==> config.mk <==
export PLATFORM = sky130hd
export DESIGN_NAME = tsd_ctrl
export DESIGN_NICKNAME = d
export VERILOG_FILES = /design/src/tsd_pkg.sv /design/src/tsd_ctrl.sv
export SDC_FILE = /design/constraint.sdc
export NUM_CORES = 1
export LEC_CHECK = 0
export BUFFER_PORTS_ARGS = -buffer_cell sky130_fd_sc_hd__buf_2
export CAP_MARGIN = 0
export CORE_UTILIZATION = 30
export DETAILED_ROUTE_END_ITERATION = 12
export GPL_TIMING_DRIVEN = 1
export HOLD_SLACK_MARGIN = 0.05
export PLACE_DENSITY = 0.62
export SLEW_MARGIN = 25
export SYNTH_ARGS = -nofsm -noshare
export SYNTH_HDL_FRONTEND = slang
export SYNTH_SLANG_ARGS = --single-unit
==> constraint.sdc <==
create_clock -name clk -period 1.8 [get_ports clk]
set_input_delay 0.45 -clock clk [delete_from_list [all_inputs] [get_ports clk]]
set_output_delay 0.45 -clock clk [all_outputs]
set_load 0.05 [all_outputs]
==> src/tsd_pkg.sv <==
// shared types and constants of the transport stream sync detector
// no dependencies; used by the controller, datapath, top level and bench by scoped names
package tsd_pkg;

  localparam int unsigned SKIP_W = 13;
  localparam int unsigned CONFIRM_W = 3;
  localparam int unsigned LIMIT_W = 13;
  localparam int unsigned MTS_PREFIX = 4;

  localparam logic [7:0] SYNC_BYTE = 8'h47;
  localparam logic [7:0] LEN_TS = 8'd188;
  localparam logic [7:0] LEN_MTS = 8'd192;
  localparam logic [7:0] LEN_RS = 8'd204;
  localparam logic [7:0] LEN_NONE = 8'd0;

  localparam logic [CONFIRM_W-1:0] CONFIRM_RST = 3'd3;
  localparam logic [LIMIT_W-1:0] LIMIT_RST = 13'd4096;

  // register indexes on the configuration port
  localparam logic REG_CONFIRM = 1'b0;
  localparam logic REG_LIMIT = 1'b1;

  typedef enum logic [2:0] {
    KIND_TS = 3'd0,
    KIND_MTS = 3'd1,
    KIND_RS = 3'd2,
    KIND_BIN = 3'd3,
    KIND_OOD = 3'd4
  } kind_t;

  typedef enum logic [1:0] {
    SP_TS = 2'd0,
    SP_MTS = 2'd1,
    SP_RS = 2'd2
  } sp_t;

  typedef struct packed {
    logic [7:0] data_byte;
    logic       last;
  } in_item_t;

  typedef struct packed {
    logic [2:0]        stream_kind;
    logic [7:0]        packet_length;
    logic [SKIP_W-1:0] skip_bytes;
  } out_item_t;

  typedef struct packed {
    logic  wr_en;
    logic  off_clr;
    logic  off_inc;
    logic  rd_off;
    logic  rd_pos;
    logic  chain_start;
    logic  chain_next;
    sp_t   sp;
    logic  res_set;
    kind_t res_kind;
    logic  out_load;
  } tsd_cmd_t;

  typedef struct packed {
    logic byte_sync;
    logic off_oob;
    logic pos_oob;
    logic off_over;
    logic off_ge4;
    logic cnt_lock;
    sp_t  sp;
    logic out_free;
  } tsd_stat_t;

  function automatic logic [7:0] spacing(input sp_t sp);
    logic [7:0] r;
    case (sp)
      SP_TS: r = LEN_TS;
      SP_MTS: r = LEN_MTS;
      SP_RS: r = LEN_RS;
      default: r = LEN_RS;
    endcase
    return r;
  endfunction

  function automatic logic [7:0] kind_len(input kind_t k);
    logic [7:0] r;
    case (k)
      KIND_TS: r = LEN_TS;
      KIND_MTS: r = LEN_MTS;
      KIND_RS: r = LEN_RS;
      default: r = LEN_NONE;
    endcase
    return r;
  endfunction

endpackage

==> src/tsd_ctrl.sv <==
// controller of the sync detector: load, offset scan and chain follow sequencing
// depends on tsd_pkg
module tsd_ctrl (
  input  logic                 clk,
  input  logic                 rst_n,
  input  logic                 in_valid,
  input  logic                 in_last,
  output logic                 in_stall,
  input  tsd_pkg::tsd_stat_t   stat,
  output tsd_pkg::tsd_cmd_t    cmd
);

  typedef enum logic [5:0] {
    ST_LOAD   = 6'b000001,
    ST_OFF_RD = 6'b000010,
    ST_OFF_CK = 6'b000100,
    ST_CH_RD  = 6'b001000,
    ST_CH_CK  = 6'b010000,
    ST_DONE   = 6'b100000
  } state_t;

  state_t state_r, state_nxt;

  always_ff @(posedge clk) begin
    if (!rst_n) begin
      state_r <= ST_LOAD;
    end else begin
      state_r <= state_nxt;
    end
  end

  always_comb begin
    state_nxt = state_r;
    in_stall = 1'b1;
    cmd.wr_en = 1'b0;
    cmd.off_clr = 1'b0;
    cmd.off_inc = 1'b0;
    cmd.rd_off = 1'b0;
    cmd.rd_pos = 1'b0;
    cmd.chain_start = 1'b0;
    cmd.chain_next = 1'b0;
    cmd.sp = tsd_pkg::SP_TS;
    cmd.res_set = 1'b0;
    cmd.res_kind = tsd_pkg::KIND_OOD;
    cmd.out_load = 1'b0;
    case (state_r)
      ST_LOAD: begin
        in_stall = 1'b0;
        if (in_valid) begin
          cmd.wr_en = 1'b1;
          if (in_last) begin
            cmd.off_clr = 1'b1;
            state_nxt = ST_OFF_RD;
          end
        end
      end
      ST_OFF_RD: begin
        if (stat.off_oob) begin
          cmd.res_set = 1'b1;
          cmd.res_kind = tsd_pkg::KIND_OOD;
          state_nxt = ST_DONE;
        end else begin
          cmd.rd_off = 1'b1;
          state_nxt = ST_OFF_CK;
        end
      end
      ST_OFF_CK: begin
        if (!stat.byte_sync) begin
          cmd.off_inc = 1'b1;
          if (stat.off_over) begin
            cmd.res_set = 1'b1;
            cmd.res_kind = tsd_pkg::KIND_BIN;
            state_nxt = ST_DONE;
          end else begin
            state_nxt = ST_OFF_RD;
          end
        end else begin
          cmd.chain_start = 1'b1;
          cmd.sp = tsd_pkg::SP_TS;
          state_nxt = ST_CH_RD;
        end
      end
      ST_CH_RD: begin
        if (stat.pos_oob) begin
          cmd.res_set = 1'b1;
          cmd.res_kind = tsd_pkg::KIND_OOD;
          state_nxt = ST_DONE;
        end else begin
          cmd.rd_pos = 1'b1;
          state_nxt = ST_CH_CK;
        end
      end
      ST_CH_CK: begin
        if (stat.byte_sync && !stat.cnt_lock) begin
          cmd.chain_next = 1'b1;
          state_nxt = ST_CH_RD;
        end else begin
          // chain ended: locked or broken, decided per spacing
          case (stat.sp)
            tsd_pkg::SP_TS: begin
              if (stat.byte_sync) begin
                cmd.res_set = 1'b1;
                cmd.res_kind = tsd_pkg::KIND_TS;
                state_nxt = ST_DONE;
              end else begin
                cmd.chain_start = 1'b1;
                cmd.sp = tsd_pkg::SP_MTS;
                state_nxt = ST_CH_RD;
              end
            end
            tsd_pkg::SP_MTS: begin
              // mts lock too close to the start falls through to the 204 test
              if (stat.byte_sync && stat.off_ge4) begin
                cmd.res_set = 1'b1;
                cmd.res_kind = tsd_pkg::KIND_MTS;
                state_nxt = ST_DONE;
              end else begin
                cmd.chain_start = 1'b1;
                cmd.sp = tsd_pkg::SP_RS;
                state_nxt = ST_CH_RD;
              end
            end
            default: begin
              if (stat.byte_sync) begin
                cmd.res_set = 1'b1;
                cmd.res_kind = tsd_pkg::KIND_RS;
                state_nxt = ST_DONE;
              end else begin
                cmd.off_inc = 1'b1;
                state_nxt = ST_OFF_RD;
              end
            end
          endcase
        end
      end
      ST_DONE: begin
        if (stat.out_free) begin
          cmd.out_load = 1'b1;
          state_nxt = ST_LOAD;
        end
      end
      default: begin
        state_nxt = ST_LOAD;
      end
    endcase
  end

endmodule

==> results of run 1 <==
==> where the power goes <==
group	switching (mW)	internal, mW	total, mW	leakage (nW)
sequential	0.0106	0.150	0.160	0.0508
combinational	0.264	0.245	0.509	0.506
clock	0.0515	0.0756	0.127	0.0138
total	0.326	0.471	0.796	0.571
==> worst reg2reg max path: cells and delay by family (launching register included) <==
kind | cells | cell delay [ns]
simple gates | 3 | 1.12
flops | 1 | 0.31
buf+inv | 2 | 0.27
compound gates | 1 | 0.11
==> cell families after synthesis <==
logic type | count (synthesis) | synth area share (%)
compound gates | 16 | 23.3
flops | 6 | 23.8
buf+inv | 6 | 4.47
xor+xnor | 1 | 1.74
simple gates | 40 | 46.7
==> final cells by class <==
cell class	count	area, um2	share of cell area (%)
sequential	6	128	9.93
timing repair buffer	59	518	40.3
multi-input combinational	57	576	44.8
clock buffer	3	22.5	1.75
inverter	5	21.3	1.66
tap	16	20.0	1.56
==> layout by cell type (no fill, tap or decap), types with 3 or more instances in the layout <==
cell type,n
clkbuf_4,3
nor3_1,3
nand2_1,6
dfxtp_2,6
buf_8,5
buf_4,24
inv_1,4
nor2_4,5
buf_2,12
buf_6,18
==> layer usage <==
metal | part of all wire, % | vias up | global-route usage, %
li1 | - | 382 | -
met1 | 40 | 380 | 32.6
met2 | 53 | 27 | 39.7
met3 | 5.2 | 8 | 3.83
met4 | 1.8 | 0 | 9.09
met5 | 0 | - | 0
==> what timing repair did <==
item	in CTS	in global routing
pin swaps	15	9
endpoints found under the setup margin	18	18
setup buffers	6	5
resized for setup	64	8
==> synth_stat cells (2+ instances only) <==
cell      instances  area share (%)
o21ai_0           4             4.0
and3_1            2             2.5
nor2_1            7             5.2
dfxtp_1           6              24
a21oi_1           3             3.0
nor4_1            2             2.5
nor3_1            4             4.0
nand3_1           2             2.0
nor3b_1           2             3.0
inv_1             5             3.7
nand2_1           9             6.7
nand3b_1          2             3.0
==> worst min path at each step <==
| stage | slack [ns] | from | endpoint |
|---|---|---|---|
| global placement | 0.65 | stat[7] | state_r[2] |
| floorplan | 0.52 | stat[6] | state_r[4] |
| global route | 0.44 | stat[7] | state_r[2] |
| detailed placement | 0.66 | stat[7] | state_r[2] |
| CTS | 0.42 | stat[6] | state_r[4] |
| finish | 0.43 | stat[6] | state_r[4] |
==> per-stage QoR <==
stage	cells	setup TNS, ns
floorplan	69	-1.50
global route	146	-5.87
CTS	142	-4.12
global placement	133	-3.25
detailed placement	133	-3.58
finish	146	-4.86
==> metrics.md, run 1 <==
| Metric | Value |
|---|---|
| Status | `complete, but fails checks` |
| Violated checks | `negative setup slack` |
| Main synth FF type | `dfxtp_1` |
| Final Power | `796 uW` |
| Synthesized flop and latch total | `6` |
| Core ar. | `1540 um2` |
| Final slew viol count | `0` |
| Worst slew pin tran | `0.377 ns` |
| CP Max Fanout | `2` |
| Root buf cell | `clkbuf_4` |
| Rel. slew slack | `74.8%` |
| Slowest CP cell | `or4_4` |
| Final period utilization | `133%` |
| Final core utilization | `83.4%` |
| Startpoint Class | `register` |
| Element type at the critical path end | `output port` |
| Crit Reg-Reg Endpoint | `state_r[0]` |
| PnR worst setup slack | `-0.601 ns` |
| # diodes | `0` |
| Syn Nets | `82` |
| Worst Setup SP | `state_r[4]` |
| Max-Cap Viols | `0` |
| Worst-Skew Late Latency | `0.25 ns` |
| Biggest regs | `state_r x6` |
| Routed len/inst | `15.6 um` |
| Max reg flops | `6` |
| Asr flop ratio synth | `0%` |
| Power Density | `620 nW/um2` |
| R2r setup slk | `-0.13 ns` |
| GPL Wtd Cong | `0.809` |
| Clk sinks | `6` |
| Hold Slack | `0.434 ns` |
| Drt first-iter violations | `22` |
| # DRC | `0` |
| Initial antenna violation count | `0` |
| Post-synth EDFFs | `0` |
| Cell family with most CP delay | `simple AND/OR/NAND/NOR gates` |
| Dpl cell area | `931 um2` |
| Clock Skew | `0.00654 ns` |
| Final wirelength | `2.27 mm` |
| Finish-stage setup viols | `17` |
| Clock slew at reported path FFs | `0.04 ns` |
| CTS tree | `done` |
| CP endpoint | `cmd[4]` |
| # port buffers | `27` |
| Number of global-route vias before repair | `773` |
| Remaining Overflow, GRT | `0` |
| Hold path cells | `2` |
| CP Buf/Inv Count | `1` |
| Layout cell share with drive strength beyond 1 | `76.9%` |
| DR vias/cell | `5.46` |
| Min Tclk post-route | `2.40 ns` |
| VDD IR max | `445 uV` |
| Die Ht | `43.0 um` |
| Cell count after synthesis | `69` |
| Crit path largest cell delay | `0.55 ns` |
| Unrepaired setup endpoints after global routing | `yes` |
| H-tree depth | `1` |
| Crit path cell chain | `or4_4 -> or3b_4 -> o22a_1 -> nand2_4 -> buf_8` |
| Top reg by flops | `state_r` |
| Clock buffer depth | `2` |
| Die area | `1850 um2` |
| Post-synthesis cell area | `504 um2` |
| Leak pwr | `0.571 nW` |
| Pin count of the biggest net entering global routing | `9` |
| Cts bufs inserted | `3` |
| Dpl hpwl | `1.40 mm` |
| GRT Resource Usage Total | `24.5%` |
| Final Hold Viols | `0` |
| Filler cells | `96` |
| Chip width | `43.0 um` |
| Worst Hold Class | `in2reg` |
| Max Fclk | `416 MHz` |
| WP data arrival | `1.95 ns` |
| Kind of critical path | `reg2out` |
| Total number of vias | `797` |
| Initial Utilization | `32.7%` |
| Sequential area share after synthesis | `23.8%` |
| Final Instance Area | `1280 um2` |
| Ports | `28` |
| Setup Slack @ Placement | `-0.424 ns` |
| Area delta synth->final | `155%` |
| Post-DRT Antenna Nets | `0` |
| Row cnt | `14` |
| First-pass GRT wire length | `3.39 mm` |
| Critical R2R Launch | `state_r[4]` |
| Mean Syn Cell Area | `7.31 um2` |
| Library cells used by synthesis | `33` |
| Reg2reg path depth | `6` |
| Worst path required time | `1.35 ns` |
| WP depth | `5` |
| First drt pass iteration count | `4` |
| Warnings from Yosys | `0` |
| Layout Nets | `145` |
| Hold Buf Count CTS | `0` |
No activity file was read; power rests on OpenSTA's default activity.
==> run 2: changes to the inputs <==
clock period = 2.05 ns   (was 1.8 ns; I/O delays follow)
==> metrics.md, run 2 (synthesis gave the netlist of run 1 again) <==
| Metric | Value |
|---|---|
| Status | `complete, but fails checks` |
| Violated checks | `negative setup slack` |
| Combinational group share of total power | `68.7% (+4.8 points)` |
| Die area | `1850 um2 (unchanged)` |
| Drt first-iter violations | `15 (-32%)` |
| WP depth | `5 (unchanged)` |
| Finish-stage setup viols | `13 (-4)` |
| Setup Slack @ Placement | `-0.248 ns (+0.175 ns)` |
| Worst-Skew Late Latency | `0.24 ns (about the same)` |
| Worst Hold Class | `in2reg` |
| Unrepaired setup endpoints after global routing | `yes` |
| Final Hold Viols | `0 (unchanged)` |
| Chip width | `43.0 um (unchanged)` |
| Switching share of power | `38.2% (-2.7 points)` |
| H-tree depth | `1 (unchanged)` |
| Critical R2R Launch | `state_r[4]` |
| Clock Skew | `0.000245 ns (-0.00629 ns)` |
| Rel. slew slack | `77.2% (+2.4 points)` |
| R2r setup slk | `0.06 ns (+0.19 ns)` |
| Final Power | `796 uW (about the same)` |
| Worst Setup SP | `state_r[4]` |
| Top reg by flops | `state_r` |
| Biggest regs | `state_r x6` |
| Min Tclk post-route | `2.47 ns` |
| GRT Resource Usage Total | `26.0% (+1.5 points)` |
| Worst path required time | `1.54 ns (+0.19 ns)` |
| Ports | `28 (unchanged)` |
| Remaining Overflow, GRT | `0 (unchanged)` |
| DR vias/cell | `5.45 (-0.13%)` |
| Startpoint Class | `register` |
| Total number of vias | `796 (-0.13%)` |
| Switching Power | `304 uW (-6.6%)` |
| Root buf cell | `clkbuf_4` |
| CTS tree | `done` |
| Leak pwr | `0.579 nW (+1.4%)` |
| Max Fclk | `405 MHz` |
| CP Buf/Inv Count | `1 (unchanged)` |
| # port buffers | `27 (unchanged)` |
| Layout cell share with drive strength beyond 1 | `76.2% (-0.77 points)` |
| Final core utilization | `81.6% (-1.8 points)` |
| Routed len/inst | `15.8 um (+1.4%)` |
| Power Density | `633 nW/um2 (+2.1%)` |
| GPL Wtd Cong | `0.867 (+7.3%)` |
| PnR worst setup slack | `-0.416 ns (+0.185 ns)` |
| Initial antenna violation count | `0 (unchanged)` |
| Clock power frac | `13.5% (-2.5 points)` |
| Die Ht | `43.0 um (unchanged)` |
| Layout Nets | `145 (unchanged)` |
| Commonest non-fill, non-tap cell in the layout | `buf_4` |
| First drt pass iteration count | `4 (unchanged)` |
| Worst slew pin tran | `0.340 ns (-0.0372 ns)` |
| Clk sinks | `6 (unchanged)` |
| Reg2reg path depth | `6 (unchanged)` |
| Filler cells | `85 (-11%)` |
| Element type at the critical path end | `output port` |
| Seq pwr share | `17.8% (-2.3 points)` |
| Number of global-route vias before repair | `853 (+10%)` |
| Dpl hpwl | `1.43 mm (+2.2%)` |
| Crit Reg-Reg Endpoint | `state_r[0]` |
| Final slew viol count | `0 (unchanged)` |
| Pin count of the biggest net entering global routing | `8 (-1)` |
| Clock slew at reported path FFs | `0.04 ns (about the same)` |
| # DRC | `0 (unchanged)` |
| Slowest CP cell | `or4_4` |
| First-pass GRT wire length | `3.61 mm (+6.3%)` |
| Initial Utilization | `32.7% (unchanged)` |
| Multi-input logic area | `558 um2 (-3.0%)` |
| Core ar. | `1540 um2 (unchanged)` |
| # diodes | `0 (unchanged)` |
| Post-DRT Antenna Nets | `0 (unchanged)` |
| Crit path largest cell delay | `0.53 ns (-0.02 ns)` |
| VDD IR max | `536 uV (+20%)` |
| Row cnt | `14 (unchanged)` |
| CP endpoint | `cmd[4]` |
| Final wirelength | `2.30 mm (+1.4%)` |
| Cell family with most CP delay | `simple AND/OR/NAND/NOR gates` |
| Cts bufs inserted | `3 (unchanged)` |
| Max-Cap Viols | `0 (unchanged)` |
| Final period utilization | `120%` |
| WP data arrival | `1.95 ns (about the same)` |
| Clock buffer depth | `2 (unchanged)` |
| Commonest non-fill, non-tap cells in the layout | `buf_4, buf_6, buf_2, nand2_1` |
| Kind of critical path | `reg2out` |
| Area delta synth->final | `149%` |
| CP Max Fanout | `2 (unchanged)` |
| Hold Buf Count CTS | `0 (unchanged)` |
| Max reg flops | `6 (unchanged)` |
| Sequential Area | `125 um2 (-2.0%)` |
| Crit path cell chain | `or4_4 -> or3b_4 -> o22a_1 -> nand2_4 -> buf_8` |
| Internal | `492 uW (+4.4%)` |
[run 2: metrics by stage]
stage          TNS, ns  hold WS [ns]  cells  cell area [um2]
6_report         -2.27         0.487    146             1260
3_5_place_dp    -0.840         0.658    131              873
3_3_place_gp    -0.779         0.651    131              873
2_1_floorplan   -0.373         0.580     69              572
4_1_cts          -3.20         0.484    146             1190
5_1_grt          -3.21         0.492    146             1260
[run 2: power by group through the flow]
stage / Sequential, mW / Clock [mW] / Combinational, mW
2_1_floorplan: 0.146 / 0 / 0.170
3_3_place_gp: 0.137 / 0 / 0.284
3_5_place_dp: 0.137 / 0 / 0.290
4_1_cts: 0.139 / 0.114 / 0.500
5_1_grt: 0.142 / 0.119 / 0.569
6_report: 0.141 / 0.108 / 0.547
[run 2: how the worst min path moves through the flow]
stage | from | endpoint | slack [ns] | depth (start not counted)
finish | stat[6] | state_r[4] | 0.49 | 2
global route | stat[7] | state_r[2] | 0.49 | 2
CTS | stat[7] | state_r[2] | 0.48 | 2
detailed placement | state_r[5] | state_r[0] | 0.66 | 3
global placement | state_r[5] | state_r[0] | 0.65 | 3
floorplan | state_r[1] | state_r[2] | 0.58 | 2
[run 2: metal layers]
layer  share of wire [%]  global-route usage (%)  routed length [um]
met1                  40                    28.3                 912
met2                  57                    48.2                1320
met3                 3.0                    3.40                  68
met4                   0                    13.3                   0
met5                   0                       0                   0
[run 2: what timing repair did]
item,in CTS,in global routing
setup endpoints to repair,15,16
buffers inserted,12,2
resized for setup,57,16
endpoints found under the hold margin,0,0
pin swaps,11,7
[run 2: area by class of cell]
cell class                 count  area share, %
tap                           16           1.59
inverter                       5           1.69
timing repair buffer          59           40.6
sequential                     6           9.95
clock buffer                   3           1.79
multi-input combinational     57           44.4
==> run 3: changes to the inputs <==
ABC_AREA = 1   (was default)
PLACE_DENSITY = 0.6   (was 0.62)
==> metrics.md, run 3 <==
| Metric | Value |
|---|---|
| Root buf cell | `clkbuf_4` |
| Seq pwr share | `29.2% (+11 points)` |
| Dpl hpwl | `1.25 mm (-13%)` |
| Max Fclk | `502 MHz (+24%)` |
| Worst slew pin tran | `0.250 ns (-0.0903 ns)` |
| # DRC | `0 (unchanged)` |
| Unrepaired setup endpoints after global routing | `yes` |
| Status | `finished, final reports clean` |
| Kind of critical path | `reg2out` |
| Total number of vias | `729 (-8.4%)` |
| Post-DRT Antenna Nets | `0 (unchanged)` |
| WP data arrival | `1.48 ns (-0.47 ns)` |
| Internal | `270 uW (-45%)` |
| First drt pass iteration count | `4 (unchanged)` |
| Power Density | `576 nW/um2 (-9.0%)` |
| Startpoint Class | `register` |
| Post-synth top area share | `21.2% (-2.6 points)` |
| Die Ht | `45.4 um (+5.6%)` |
| Sequential area share after synthesis | `21.2% (-2.6 points)` |
| DR vias/cell | `4.73 (-13%)` |
| CTS tree | `done` |
| Die area | `2060 um2 (+12%)` |
| Synthesized flop and latch total | `6 (unchanged)` |
| Area delta synth->final | `54.9%` |
| Final wirelength | `1.60 mm (-31%)` |
| Main synth FF type | `dfxtp_1` |
| Worst-Skew Late Latency | `0.25 ns (about the same)` |
| Rel. slew slack | `83.5% (+6.2 points)` |
| Combinational group share of total power | `48.7% (-20 points)` |
| Pin count of the biggest net entering global routing | `7 (-1)` |
| Commonest non-fill, non-tap cells in the layout | `buf_2, nand2_1, inv_1, nor2_1, buf_4` |
| Initial Utilization | `32.4% (-0.31 points)` |
| Post-synthesis cell area | `566 um2 (+12%)` |
| Layout Nets | `144 (-0.69%)` |
| Asr flop ratio synth | `0% (unchanged)` |
| Number of global-route vias before repair | `602 (-29%)` |
| VDD IR max | `288 uV (-46%)` |
| Final slew viol count | `0 (unchanged)` |
| Core ar. | `1750 um2 (+13%)` |
| Commonest cells in the netlist | `nand2_1, nor2_1, inv_1` |
| Initial antenna violation count | `0 (unchanged)` |
| Worst Hold Class | `in2reg` |
| Leak pwr | `0.480 nW (-17%)` |
| GPL Wtd Cong | `0.822 (-5.3%)` |
| Mean Syn Cell Area | `6.02 um2 (-18%)` |
| Worst path required time | `1.54 ns (about the same)` |
| Final core utilization | `50.2% (-31 points)` |
| Final period utilization | `97.2% (-23 points)` |
| Top reg by flops | `state_r` |
| Final Hold Viols | `0 (unchanged)` |
| GRT Resource Usage Total | `16.7% (-9.3 points)` |
| Setup TNS Final | `0 ns (+2.27 ns)` |
| Cell count after synthesis | `94 (+36%)` |
| Syn Nets | `107 (+30%)` |
| Clock power frac | `22.1% (+8.6 points)` |
| Post-synth EDFFs | `0 (unchanged)` |
| Hold Slack | `0.453 ns (-0.0336 ns)` |
| Finish-stage setup viols | `0 (-13)` |
| Clock Skew | `0.00715 ns (+0.00690 ns)` |
| Final Power | `504 uW (-37%)` |
| Remaining Overflow, GRT | `0 (unchanged)` |
| Ports | `28 (unchanged)` |
| Commonest non-fill, non-tap cell in the layout | `buf_2` |
| Hold Buf Count CTS | `0 (unchanged)` |
| Final Instance Area | `876 um2 (-30%)` |
| Most area-hungry cell type in the Yosys netlist | `dfxtp_1` |
| Chip width | `45.4 um (+5.6%)` |
| Min Tclk post-route | `1.99 ns (-0.474 ns)` |
| # port buffers | `27 (unchanged)` |
| CP Max Fanout | `3 (+1)` |
| Switching Power | `234 uW (-23%)` |
| Layout cell share with drive strength beyond 1 | `48.1% (-28 points)` |
| Routed len/inst | `10.4 um (-34%)` |
| Biggest regs | `state_r x6` |
| Row cnt | `15 (+1)` |
| Warnings from Yosys | `0 (unchanged)` |
| Clk sinks | `6 (unchanged)` |
| Dpl cell area | `753 um2 (-14%)` |
| Cts bufs inserted | `3 (unchanged)` |
| Synth area leaders | `dfxtp_1, nand2_1, nor2_1, inv_1, nand3_1` |
| Clock slew at reported path FFs | `0.05 ns (about the same)` |
| Drt first-iter violations | `5 (-10)` |
| Max-Cap Viols | `0 (unchanged)` |
| Clock buffer depth | `2 (unchanged)` |
| Library cells used by synthesis | `19 (-42%)` |
| Filler cells | `195 (+130%)` |
| Element type at the critical path end | `output port` |
| Top-count cell post-synth | `nand2_1` |
| Switching share of power | `46.4% (+8.2 points)` |
| Max reg flops | `6 (unchanged)` |
| H-tree depth | `1 (unchanged)` |
| # diodes | `0 (unchanged)` |
| First-pass GRT wire length | `2.54 mm (-30%)` |
run 3: changes by cell type in the layout (fill, tap and decap cells not counted), moves of 3 or more:
cell	delta
nor2_1	+11
buf_2	+9
inv_1	+9
nand4_1	+4
buf_6	-19
buf_4	-15
nand2_1	+13
nand3_2	+3
buf_8	-3
nand3_1	+7
run 3: per-layer routing:
layer  part of all wire, %  global-route usage (%)  wire, um  vias up
met5                     0                       0         0        -
met4                   1.3                    7.27        20        0
met3                   4.5                    1.98        71        2
met2                    51                    27.1       806       22
met1                    44                    22.1       697      327
li1                      -                       -         -      378
run 3: area by class of cell:
class	count	area (um2)	share of cell area, %
Clock buffer	3	22.5	2.57
Inverter	16	62.6	7.14
Timing Repair Buffer	32	191	21.9
Sequential cell	6	126	14.4
Tap cell	25	31.3	3.57
Multi-Input combinational cell	72	442	50.4
run 3: path summary, 6_finish.rpt:
check | start | to | slack (ns) | cells past startpoint
min | stat[6] | state_r[4] | 0.45 | 2
min reg2reg | state_r[0] | state_r[2] | 0.63 | 3
max | state_r[3] | cmd[3] | 0.06 | 7
max reg2reg | state_r[5] | state_r[1] | 0.84 | 7
run 3: kinds of logic after synthesis:
logic type	count (synthesis)	synth area share [%]
AND/OR/NAND/NOR	64	60.4
buffers and inverters	16	10.6
AO/OA/AOI/OAI	8	7.74
flip-flops	6	21.2
run 3: worst max-delay path: stages, from the launching register on:
cell	delay (ns)
dfxtp_1	0.36
nor2_4	0.06
buf_4	0.14
nand3_1	0.13
nand2_2	0.08
a21oi_1	0.15
o211ai_1	0.11
buf_4	0.20
run 3: power by group through the flow:
stage          Combinational, mW  Clock (mW)  Sequential (mW)
2_1_floorplan              0.183           0            0.144
3_3_place_gp               0.233           0            0.145
3_5_place_dp               0.236           0            0.146
4_1_cts                    0.238       0.115            0.143
5_1_grt                    0.271       0.123            0.149
6_report                   0.246       0.111            0.147
run 3: per-stage QoR:
stage                     worst slack (ns)  std cells
after floorplan                     -0.111         94
after global placement              0.0733        147
after detailed placement           0.00933        147
after CTS                         0.000814        151
after global routing               -0.0242        154
final                               0.0576        154
run 3: timing repair:
item                                   CTS  global route
resized for setup                        7            17
setup buffers                            1             3
endpoints found under the hold margin    0             0
setup endpoints to repair                4             6
pin swaps                                1             3
